`src/hw/rtl/utf8_to_utf16_decoder_unit_defines.svh`:
```
// Assertion macros shared by the UTF-8 to UTF-16 decoder RTL.
// Depends on clk_i and rst_ni being visible in the module that uses them.
`ifndef UTF8_TO_UTF16_DECODER_UNIT_DEFINES_SVH
`define UTF8_TO_UTF16_DECODER_UNIT_DEFINES_SVH
`ifndef SYNTHESIS
// Property must hold at every clock edge out of reset.
`define U8U16_ASSERT(lbl, prop, msg) \
  lbl: assert property (@(posedge clk_i) disable iff (!rst_ni) (prop)) else $error(msg);
// Condition must never be seen at a clock edge out of reset.
`define U8U16_NEVER(lbl, cond, msg) \
  lbl: assert property (@(posedge clk_i) disable iff (!rst_ni) !(cond)) else $error(msg);
`else
`define U8U16_ASSERT(lbl, prop, msg)
`define U8U16_NEVER(lbl, cond, msg)
`endif
`endif

```
`src/hw/rtl/u8u16_pkg.sv`:
```
// Types and constants of the UTF-8 to UTF-16 decoder.
// No dependencies; used by every module of the block.
package u8u16_pkg;

  // Continuation bytes expected by the current sequence.
  typedef enum logic [1:0] {
    SEQ_NONE  = 2'd0,
    SEQ_TWO   = 2'd1,
    SEQ_THREE = 2'd2,
    SEQ_FOUR  = 2'd3
  } seq_len_e;

  localparam int unsigned ValW = 21;

  localparam logic [7:0]      LeadFourMask  = 8'hF0;
  localparam logic [7:0]      LeadThreeMask = 8'hE0;
  localparam logic [7:0]      LeadTwoMask   = 8'hC0;
  localparam logic [ValW-1:0] SuppOffset    = 21'h10000;
  localparam logic [15:0]     HighSurrBase  = 16'hD800;
  localparam logic [15:0]     LowSurrBase   = 16'hDC00;

  // One decoded result queued between front and back.
  typedef struct packed {
    logic        pair;      // unit is a high surrogate, a low one follows
    logic [15:0] unit;
    logic [9:0]  low_bits;  // payload of the low surrogate
  } entry_t;

endpackage

```
`src/hw/rtl/utf8_to_utf16_decoder_unit.sv`:
```
// UTF-8 to UTF-16 decoder: takes one UTF-8 byte per word and emits UTF-16
// code units. Throughput is one input word per cycle while the queue has
// room, so a four-byte sequence (two output words) streams at one byte per
// cycle unless the receiver stalls. When an accepted byte completes a
// character, the front end writes the decoded entry into the queue at the
// accepting edge, and the back end loads it into the output register once
// that register is free. A zero byte ends the string: it drops
// any partial sequence and emits unit 0. Continuation bytes are not checked;
// four-byte values are split into high then low surrogate. The front end
// stalls input only when the DEPTH-entry queue is full; the output register
// is refilled in the same cycle it is taken, so both sides stall on their own.
// Depends on u8u16_pkg and the front, queue and back modules.
module utf8_to_utf16_decoder_unit #(
  parameter int unsigned DEPTH = 4
) (
  input  logic        clk_i,
  input  logic        rst_ni,
  // input channel
  input  logic        in_valid_i,
  output logic        in_stall_o,
  input  logic [7:0]  byte_in_i,
  // output channel
  output logic        out_valid_o,
  input  logic        out_stall_i,
  output logic [15:0] code_unit_o,
  output logic        last_of_run_o
);

  logic              accept;
  logic              push;
  logic              pop;
  logic              full;
  logic              empty;
  u8u16_pkg::entry_t push_entry;
  u8u16_pkg::entry_t head_entry;

  // Hold input whenever the queue has no room; every byte may push one entry.
  assign in_stall_o = full;
  assign accept     = in_valid_i && !full;

  u8u16_front u_front (
    .clk_i     (clk_i),
    .rst_ni    (rst_ni),
    .accept_i  (accept),
    .byte_in_i (byte_in_i),
    .push_o    (push),
    .entry_o   (push_entry)
  );

  u8u16_fifo #(
    .DEPTH (DEPTH)
  ) u_fifo (
    .clk_i   (clk_i),
    .rst_ni  (rst_ni),
    .push_i  (push),
    .wdata_i (push_entry),
    .pop_i   (pop),
    .rdata_o (head_entry),
    .full_o  (full),
    .empty_o (empty)
  );

  u8u16_back u_back (
    .clk_i         (clk_i),
    .rst_ni        (rst_ni),
    .empty_i       (empty),
    .entry_i       (head_entry),
    .pop_o         (pop),
    .out_valid_o   (out_valid_o),
    .out_stall_i   (out_stall_i),
    .code_unit_o   (code_unit_o),
    .last_of_run_o (last_of_run_o)
  );

endmodule

```
`src/hw/rtl/u8u16_front.sv`:
```
// Front end: accepts UTF-8 words, tracks the sequence state, emits decoded entries.
// Depends on u8u16_pkg and the assertion macros header.
`include "utf8_to_utf16_decoder_unit_defines.svh"
module u8u16_front (
  input  logic                clk_i,
  input  logic                rst_ni,
  input  logic                accept_i,
  input  logic [7:0]          byte_in_i,
  output logic                push_o,
  output u8u16_pkg::entry_t   entry_o
);

  logic [1:0]                    pending_q, pending_d;
  u8u16_pkg::seq_len_e           len_q, len_d;
  logic [u8u16_pkg::ValW-1:0]    acc_q, acc_d;
  logic [u8u16_pkg::ValW-1:0]    acc_next;
  logic [u8u16_pkg::ValW-1:0]    supp;

  assign acc_next = {acc_q[u8u16_pkg::ValW-7:0], byte_in_i[5:0]};
  assign supp     = acc_next - u8u16_pkg::SuppOffset;

  always_comb begin
    pending_d = pending_q;
    len_d     = len_q;
    acc_d     = acc_q;
    push_o    = 1'b0;
    entry_o   = '0;
    if (accept_i) begin
      if (byte_in_i == 8'h00) begin
        // terminator: drop any partial sequence, emit unit 0
        pending_d = 2'd0;
        len_d     = u8u16_pkg::SEQ_NONE;
        acc_d     = '0;
        push_o    = 1'b1;
      end else if (pending_q != 2'd0) begin
        acc_d     = acc_next;
        pending_d = pending_q - 2'd1;
        if (pending_q == 2'd1) begin
          push_o = 1'b1;
          acc_d  = '0;
          len_d  = u8u16_pkg::SEQ_NONE;
          if (len_q == u8u16_pkg::SEQ_FOUR) begin
            entry_o.pair     = 1'b1;
            entry_o.unit     = u8u16_pkg::HighSurrBase | {6'd0, supp[19:10]};
            entry_o.low_bits = supp[9:0];
          end else begin
            entry_o.unit = acc_next[15:0];
          end
        end
      end else if ((byte_in_i & u8u16_pkg::LeadFourMask) == u8u16_pkg::LeadFourMask) begin
        acc_d     = {18'd0, byte_in_i[2:0]};
        pending_d = 2'd3;
        len_d     = u8u16_pkg::SEQ_FOUR;
      end else if ((byte_in_i & u8u16_pkg::LeadThreeMask) == u8u16_pkg::LeadThreeMask) begin
        acc_d     = {17'd0, byte_in_i[3:0]};
        pending_d = 2'd2;
        len_d     = u8u16_pkg::SEQ_THREE;
      end else if ((byte_in_i & u8u16_pkg::LeadTwoMask) == u8u16_pkg::LeadTwoMask) begin
        acc_d     = {16'd0, byte_in_i[4:0]};
        pending_d = 2'd1;
        len_d     = u8u16_pkg::SEQ_TWO;
      end else begin
        // ASCII or stray continuation: low 7 bits
        push_o       = 1'b1;
        entry_o.unit = {9'd0, byte_in_i[6:0]};
      end
    end
  end

  always_ff @(posedge clk_i or negedge rst_ni) begin
    if (!rst_ni) begin
      pending_q <= 2'd0;
      len_q     <= u8u16_pkg::SEQ_NONE;
      acc_q     <= '0;
    end else begin
      pending_q <= pending_d;
      len_q     <= len_d;
      acc_q     <= acc_d;
    end
  end

  `U8U16_ASSERT(a_pending_within_len, (pending_q <= len_q), "pending exceeds sequence length")

endmodule

```
`src/hw/rtl/u8u16_fifo.sv`:
```
// Short queue of decoded entries between front and back end.
// Depends on u8u16_pkg and the assertion macros header.
`include "utf8_to_utf16_decoder_unit_defines.svh"
module u8u16_fifo #(
  parameter int unsigned DEPTH = 4
) (
  input  logic              clk_i,
  input  logic              rst_ni,
  input  logic              push_i,
  input  u8u16_pkg::entry_t wdata_i,
  input  logic              pop_i,
  output u8u16_pkg::entry_t rdata_o,
  output logic              full_o,
  output logic              empty_o
);

  localparam int unsigned PtrW = (DEPTH > 1) ? $clog2(DEPTH) : 1;
  localparam int unsigned CntW = $clog2(DEPTH + 1);

  u8u16_pkg::entry_t mem_q [DEPTH];
  logic [PtrW-1:0]   wr_ptr_q, wr_ptr_d, rd_ptr_q, rd_ptr_d;
  logic [CntW-1:0]   count_q, count_d;

  assign full_o  = (count_q == CntW'(DEPTH));
  assign empty_o = (count_q == '0);
  assign rdata_o = mem_q[rd_ptr_q];

  always_comb begin
    wr_ptr_d = wr_ptr_q;
    rd_ptr_d = rd_ptr_q;
    count_d  = count_q;
    if (push_i) begin
      wr_ptr_d = (wr_ptr_q == PtrW'(DEPTH - 1)) ? '0 : wr_ptr_q + 1'b1;
    end
    if (pop_i) begin
      rd_ptr_d = (rd_ptr_q == PtrW'(DEPTH - 1)) ? '0 : rd_ptr_q + 1'b1;
    end
    if (push_i && !pop_i) begin
      count_d = count_q + 1'b1;
    end else if (pop_i && !push_i) begin
      count_d = count_q - 1'b1;
    end
  end

  always_ff @(posedge clk_i or negedge rst_ni) begin
    if (!rst_ni) begin
      wr_ptr_q <= '0;
      rd_ptr_q <= '0;
      count_q  <= '0;
    end else begin
      wr_ptr_q <= wr_ptr_d;
      rd_ptr_q <= rd_ptr_d;
      count_q  <= count_d;
    end
  end

  always_ff @(posedge clk_i) begin
    if (push_i) begin
      mem_q[wr_ptr_q] <= wdata_i;
    end
  end

  `U8U16_NEVER(a_no_overflow, (push_i && full_o && !pop_i), "push into full queue")
  `U8U16_NEVER(a_no_underflow, (pop_i && empty_o), "pop from empty queue")

endmodule

```
`src/hw/rtl/u8u16_back.sv`:
```
// Back end: drains queued entries into UTF-16 words, splitting surrogate pairs.
// Depends on u8u16_pkg and the assertion macros header.
`include "utf8_to_utf16_decoder_unit_defines.svh"
module u8u16_back (
  input  logic              clk_i,
  input  logic              rst_ni,
  input  logic              empty_i,
  input  u8u16_pkg::entry_t entry_i,
  output logic              pop_o,
  output logic              out_valid_o,
  input  logic              out_stall_i,
  output logic [15:0]       code_unit_o,
  output logic              last_of_run_o
);

  logic        valid_q, valid_d;
  logic        second_q, second_d;
  logic [9:0]  low_q, low_d;
  logic [15:0] unit_q, unit_d;
  logic        last_q, last_d;
  logic        out_free;

  assign out_free = !valid_q || !out_stall_i;

  always_comb begin
    valid_d  = valid_q;
    second_d = second_q;
    low_d    = low_q;
    unit_d   = unit_q;
    last_d   = last_q;
    pop_o    = 1'b0;
    if (out_free) begin
      if (second_q) begin
        // finish the pair with the low surrogate
        valid_d  = 1'b1;
        unit_d   = u8u16_pkg::LowSurrBase | {6'd0, low_q};
        last_d   = 1'b1;
        second_d = 1'b0;
      end else if (!empty_i) begin
        pop_o    = 1'b1;
        valid_d  = 1'b1;
        unit_d   = entry_i.unit;
        last_d   = !entry_i.pair;
        second_d = entry_i.pair;
        low_d    = entry_i.low_bits;
      end else begin
        valid_d = 1'b0;
      end
    end
  end

  always_ff @(posedge clk_i or negedge rst_ni) begin
    if (!rst_ni) begin
      valid_q  <= 1'b0;
      second_q <= 1'b0;
    end else begin
      valid_q  <= valid_d;
      second_q <= second_d;
    end
  end

  always_ff @(posedge clk_i) begin
    low_q  <= low_d;
    unit_q <= unit_d;
    last_q <= last_d;
  end

  assign out_valid_o   = valid_q;
  assign code_unit_o   = unit_q;
  assign last_of_run_o = last_q;

  `U8U16_ASSERT(a_high_held, (!second_q || (valid_q && !last_q)),
                "low surrogate pending without high surrogate on output")

endmodule

```
`config.mk`:
```
export PLATFORM = sky130hd
export DESIGN_NAME = utf8_to_utf16_decoder_unit
export DESIGN_NICKNAME = d
export VERILOG_FILES = /design/src/hw/rtl/u8u16_pkg.sv /design/src/hw/rtl/utf8_to_utf16_decoder_unit.sv /design/src/hw/rtl/u8u16_front.sv /design/src/hw/rtl/u8u16_fifo.sv /design/src/hw/rtl/u8u16_back.sv
export VERILOG_INCLUDE_DIRS = /design/src /design/src/hw/rtl
export SDC_FILE = /design/constraint.sdc
export NUM_CORES = 1
export LEC_CHECK = 0
export BUFFER_PORTS_ARGS = -buffer_cell sky130_fd_sc_hd__buf_4
export CORE_UTILIZATION = 38
export DETAILED_ROUTE_END_ITERATION = 10
export GPL_TIMING_DRIVEN = 0
export SLEW_MARGIN = 5
export SYNTH_ARGS = -nofsm -noshare
export SYNTH_HDL_FRONTEND = slang
export SYNTH_HIERARCHICAL = 1
export SYNTH_SLANG_ARGS = --single-unit
```
`constraint.sdc`:
```
create_clock -name clk_i -period 3.8 [get_ports clk_i]
set_input_delay 0.19 -clock clk_i [delete_from_list [all_inputs] [get_ports clk_i]]
set_output_delay 0.19 -clock clk_i [all_outputs]
set_load 0.01 [all_outputs]
```
# After elaboration in Yosys (flattened, before gate mapping)
# Memory sizes are Yosys's and may differ from the RTL's.
# Index checks and enable logic that the tools add are counted.
# Widths: inputs -> output; s select.
[op_classes]
add_sub_neg = 6
eq_ne = 10
n_mux = 48
bitwise = 2
reduce_logical = 19
[ops]
columns = ["cell", "n"]
rows = [
  ["$mux 14", 6],
  ["$mux 27", 3],
  ["$mux 16", 5],
  ["$mux 10", 3],
  ["$mux 2", 10],
  ["$sub 20x17->20 const B", 1],
  ["$mux 1", 18],
  ["$eq 2x2->1 const B", 4],
  ["$logic_not 8->1", 1],
  ["$mux 7", 1],
  ["$eq 3x3->1 const B", 2],
  ["$logic_not 1->1", 6],
  ["$mux 3", 2],
  ["$reduce_and 3->1", 2],
  ["$reduce_bool 5->1", 1],
  ["$add 2x1->2 const B", 2],
  ["$eq 4x4->1 const B", 1],
  ["$reduce_and 2->1", 2],
  ["$reduce_bool 2->1", 2],
  ["$add 3x1->3 const B", 1],
  ["$logic_and 1x1->1", 3],
  ["$logic_not 3->1", 1],
  ["$ne 3x2->1 const B", 1],
  ["$sub 3x1->3 const B", 1],
  ["other kinds (5)", 6],
]
[totals]
reg_bits = 54
ram_bits = 108
in_bits = 12
output_inout_bits = 19
wordCells = 98
memories = 1
[mem_list]
columns = ["name", "words", "width", "rd", "rd_ports_with_merged_regs", "write_ports", "line_no", "source"]
rows = [
  ["u_fifo.mem_q", 4, 27, 1, 0, 1, "u8u16_fifo.sv:20", "u8u16_pkg::entry_t mem_q [DEPTH];"],
]

# Logic depth before layout (Yosys ltp)
[depth]
ltp_word = 11
depth_mapped = 11
ltp_nobuf = 9

# Cells and area by module
# Netlist, hierarchy kept.
[modules_own_cells]
columns = ["mod", "instances", "cells_each", "area_each_um2", "seq_area_each_um2"]
rows = [
  ["u8u16_fifo", 1, 178, 4320.4, 3418.3],
  ["u8u16_front", 1, 149, 1232.4, 450.4],
  ["u8u16_back", 1, 56, 1114.8, 860.8],
  ["utf8_to_utf16_decoder_unit", 1, 1, 13.8, 0.0],
]

# Least setup slack after synthesis
# No wires, ideal clock.
[synth_timing]
path_type = "reg-to-reg"
from = "register u_back.valid_q (netlist: u_back/out_valid_o)"
to = "register u_fifo.count_q[1]"
setup_time_ns = 0.125
arrival_ns = 2.571
slack_ns = 1.104
stages_incl_launch_ff = 8
synth_period_minus_slack_ns = 2.696
cell_sequence = "dfrtp_1 -> and2_1 -> nor3_1 -> inv_1 -> ha_1 -> inv_1 -> fa_1 -> mux2_2"
[synth_via]
elab_chain_len = 6
[synth_rtl]
columns = ["item", "line_no", "source"]
rows = [
  ["start, declared", "u8u16_back.sv:16", "logic valid_q, valid_d;"],
  ["start signal, assigned", "u8u16_back.sv:57", "valid_q <= valid_d;"],
  ["$logic_not 1->1", "u8u16_back.sv:23", "assign out_free = !valid_q || !out_stall_i;"],
  ["$logic_or 1x1->1", "u8u16_back.sv:23", ""],
  ["$mux 1", "u8u16_back.sv:32", "if (out_free) begin"],
  ["net pop", "utf8_to_utf16_decoder_unit.sv:31", "logic pop;"],
  ["$logic_not 1->1", "u8u16_fifo.sv:38", "if (push_i && !pop_i) begin"],
  ["$logic_and 1x1->1", "u8u16_fifo.sv:38", ""],
  ["$mux 3", "u8u16_fifo.sv:38", ""],
  ["net u_fifo.count_d[1]", "u8u16_fifo.sv:22", "logic [CntW-1:0] count_q, count_d;"],
  ["end signal, assigned", "u8u16_fifo.sv:53", "count_q <= count_d;"],
  ["end, declared", "u8u16_fifo.sv:22", ""],
]
# The timed path passes the listed nets, and every way through them passes these cells.
# A chain may end at the register's enable or synchronous reset.

# Final worst setup path
[layout_timing]
from = "register u_fifo.count_q[2]"
to = "register u_fifo.count_q[2]"
[layout_via]
elab_chain_len = 7
[layout_rtl]
columns = ["item", "line_no", "source"]
rows = [
  ["$eq 3x3->1 *", "u8u16_fifo.sv:24", "assign full_o = (count_q == CntW'(DEPTH));"],
  ["$logic_not 1->1 *", "utf8_to_utf16_decoder_unit.sv:39", "assign accept = in_valid_i && !full;"],
  ["$logic_and 1x1->1 *", "utf8_to_utf16_decoder_unit.sv:39", ""],
  ["net accept", "utf8_to_utf16_decoder_unit.sv:29", "logic accept;"],
  ["$mux 1 *", "u8u16_front.sv:28", "if (accept_i) begin"],
  ["net push", "utf8_to_utf16_decoder_unit.sv:30", "logic push;"],
  ["$logic_not 1->1", "u8u16_fifo.sv:40", "end else if (pop_i && !push_i) begin"],
  ["$logic_and 1x1->1", "u8u16_fifo.sv:40", ""],
  ["$reduce_bool 2->1 (no source line)", "-", ""],
]
# The timed path passes the listed nets; every way through them passes the cells marked *. The select of a mux whose other input is x is not followed.

==> flow_summary.ini <==
[final_layout]
final_util_pct = 45.3
antenna_cells = 0
syn2layout_area_growth_pct = 17.0
seq_area_sq_mm = 0.00473
final_cell_mix = edfxtp_1 (135), buf_4 (32), dfrtp_1 (27)
multiInputGateArea_sq_mm = 0.00176
drive_gt1_share_pct = 28.7
fill_cells = 1481
fin_area_sq_mm = 0.00782
fin_nets = 457
finalNonFillerCells = 675
layout_commonest_cell = edfxtp_1

[place]
gp_congestion = 0.869
io_buffer_count = 30
place_inst = 641
placed_area_sq_mm = 0.00722
dp_hpwl_um = 8310

[clock_tree]
path_clk_slew_ns = 0.06
ctsHoldBuffers = 2
ctsResizeCount = 0
cts_buffers = 17
cts_setup_buffers = 0
htree_levels = 4
clock-sinks = 162
clock_tree.root_cell = clkbuf_16
clk_path_buf_depth = 2
insertion_delay_ns = 0.42
cts_tree = built

[worst_setup_path]
cpMostUsedCell = xor2_1
cp-end-kind = flop
r2r_setup_slack_ns = 0.78
worstPathArrival_ns = 3.37
path_max_fanout = 10
crit_path_cell_trace = nor3b_1 > nor2b_4 > clkbuf_1 > buf_1 > o21a_1 > ha_1 > inv_1 > fa_1 > xor2_1 > nor2_1 > xor2_1
startpoint_type = flop
cp_slowest_cell = buf_1
worstSetupPathType = flop to flop
max_stage_delay_ns = 0.45
cp.required_ns = 4.15

[floorplanning]
placeableCoreArea_sq_mm = 0.0172
die-area_sq_mm = 0.0181
die_w_um = 135
initial_core_util_pct = 38.8
rows = 48
io-pin-count = 31
die_y_um = 135

[job]
drv_cap = 0

[drt]
drtAntennaViolNets = 0
drt_wl_total_um = 12800
drt_iter0_markers = 392
dr.pass1.iters = 5
via_per_inst = 5.11
vias = 3452
wl_per_cell_um = 19.0
drc_errors = 0

[yosys]
async_flop_share_pct = 16.7
ys_seq_area_share_pct = 70.8
ys_types = 50
synth-xor-area-share_pct = 0.655
syn_area_per_cell_sq_um = 17.4
synth_compound_area_share_pct = 3.93
yosys_register_bits = 162
synthSimpleGateAreaFrac_pct = 6.85
synth_ff_type = edfxtp_1
synth_area_sq_mm = 0.00668
yosysWarningCount = 6
synth_top_family_by_area = multiplexers
synth_edf_count = 135
synthAdderAreaFrac_pct = 1.61
syn_inst = 384
synth_mux_area_share_pct = 13.0
synth_nets = 404

[timing]
max_freq_mhz = 331
period_share_pct = 79.5
finalHoldViolations = 0
max_slew_margin_pct = 30.2
clock_skew_ns = 0.00812
rsz0062_at_grt = no
post-route-min-period_ns = 3.02
finalMaxSlewViolations = 0
whs_ns = 0.0532
setup_violations = 0
worstMarginPinSlew_ns = 1.04

[worst_hold_path]
hp-class = input port to flop

[global_route]
grtUsageTotal_pct = 15.9
grt_start_max_net_pins = 28
grt_pass1_wl_um = 20600
grt_pass1_vias = 3542
antenna_found_initial = 0
grt_overflow = 0

[pwr]
p_leak_nw = 2.79
power_density_mw_per_mm2 = 799
max-vdd-ir-drop_mv = 0.374

[outcome]
outcome = complete, no violations
==> worst max-delay path: cells and delay by family, from the launching register on <==
kind	cells	cell delay (ns)
AOI/OAI and AO/OA	1	0.34
xor gates and xnor gates	2	0.30
adders and majority gates	2	0.60
buffers and inverters	3	0.89
DFF	1	0.41
and+or+nand+nor	3	0.42
==> sequential cells by signal, indices dropped and copies added, names as in the netlist <==
name and count:
u_fifo/mem_q 108, u_back/low_q 10, u_fifo/wr_ptr_q 2, u_back/code_unit_o 16, u_front/pending_q 2, u_fifo/rd_ptr_q 2, u_front/len_q 2, u_back/second_q 1
u_back/out_valid_o 1, u_back/last_of_run_o 1, u_fifo/count_q 3, u_front/acc_q 14
==> logic make-up (layout without fill, tap and decap cells) <==
group                    Yosys count  in the layout
adder cells (fa/ha/maj)            8              8
XOR/XNOR                           5              5
multiplexers                      47             47
flip-flops                       162            162
buffers and inverters             39            105
AO/OA/AOI/OAI                     42             42
AND/OR/NAND/NOR                   81             81
==> area by class of cell <==
type | count | area share (%)
Timing Repair Buffer | 34 | 3.38
Multi-Input combinational cell | 183 | 22.5
Clock inverter | 7 | 1.41
Tap cell | 225 | 3.60
Buffer | 19 | 1.73
Sequential cell | 162 | 60.5
Inverter | 20 | 0.960
Clock buffer | 25 | 5.95
==> per-layer routing <==
layer | routed length [um] | GRT usage, % | up-vias
met5 | 0 | 0 | -
met4 | 262 | 6.62 | 0
met3 | 497 | 4.13 | 14
met2 | 6240 | 25.0 | 83
met1 | 5820 | 21.2 | 1763
li1 | - | - | 1592
==> worst paths after layout <==
| check | startpoint | endpoint | depth (start not counted) |
|---|---|---|---|
| max in group asynchronous | rst_ni | u_front/acc_q[10] | 2 |
| setup / recovery | u_fifo/count_q[2] | u_fifo/count_q[2] | 11 |
| hold reg to reg | u_fifo/count_q[2] | u_fifo/count_q[2] | 1 |
| min in group asynchronous | rst_ni | u_back/out_valid_o | 2 |
| setup reg to reg | u_fifo/count_q[2] | u_fifo/count_q[2] | 11 |
| hold / removal | byte_in_i[0] | u_front/acc_q[0] | 3 |
==> power breakdown <==
group / internal [mW] / switching, mW
clock network: 1.05 / 0.634
logic: 0.889 / 0.968
registers: 2.53 / 0.173
==> stage by stage <==
stage / power [mW] / setup TNS (ns) / setup WS, ns
after floorplan: 4.02 / 0 / 1.10
after global placement: 4.57 / -0.175 / -0.169
after detailed placement: 4.64 / 0 / 0.734
after CTS: 6.33 / 0 / 0.717
after global routing: 6.60 / 0 / 0.443
final: 6.24 / 0 / 0.777
==> cell usage after synthesis (all sizes together), types with 8 or more instances <==
| library cell | number | area, sq um |
|---|---|---|
| a21oi | 9 | 45.0 |
| and2 | 12 | 75.1 |
| buf | 12 | 108 |
| dfrtp | 27 | 676 |
| edfxtp | 135 | 4050 |
| inv | 20 | 75.1 |
| mux2 | 16 | 218 |
| mux4 | 27 | 612 |
| nand2 | 11 | 41.3 |
| nand4 | 8 | 50.1 |
| nor2 | 17 | 71.3 |
| o21ai | 14 | 70.1 |
No activity file was read; power rests on OpenSTA's default activity.
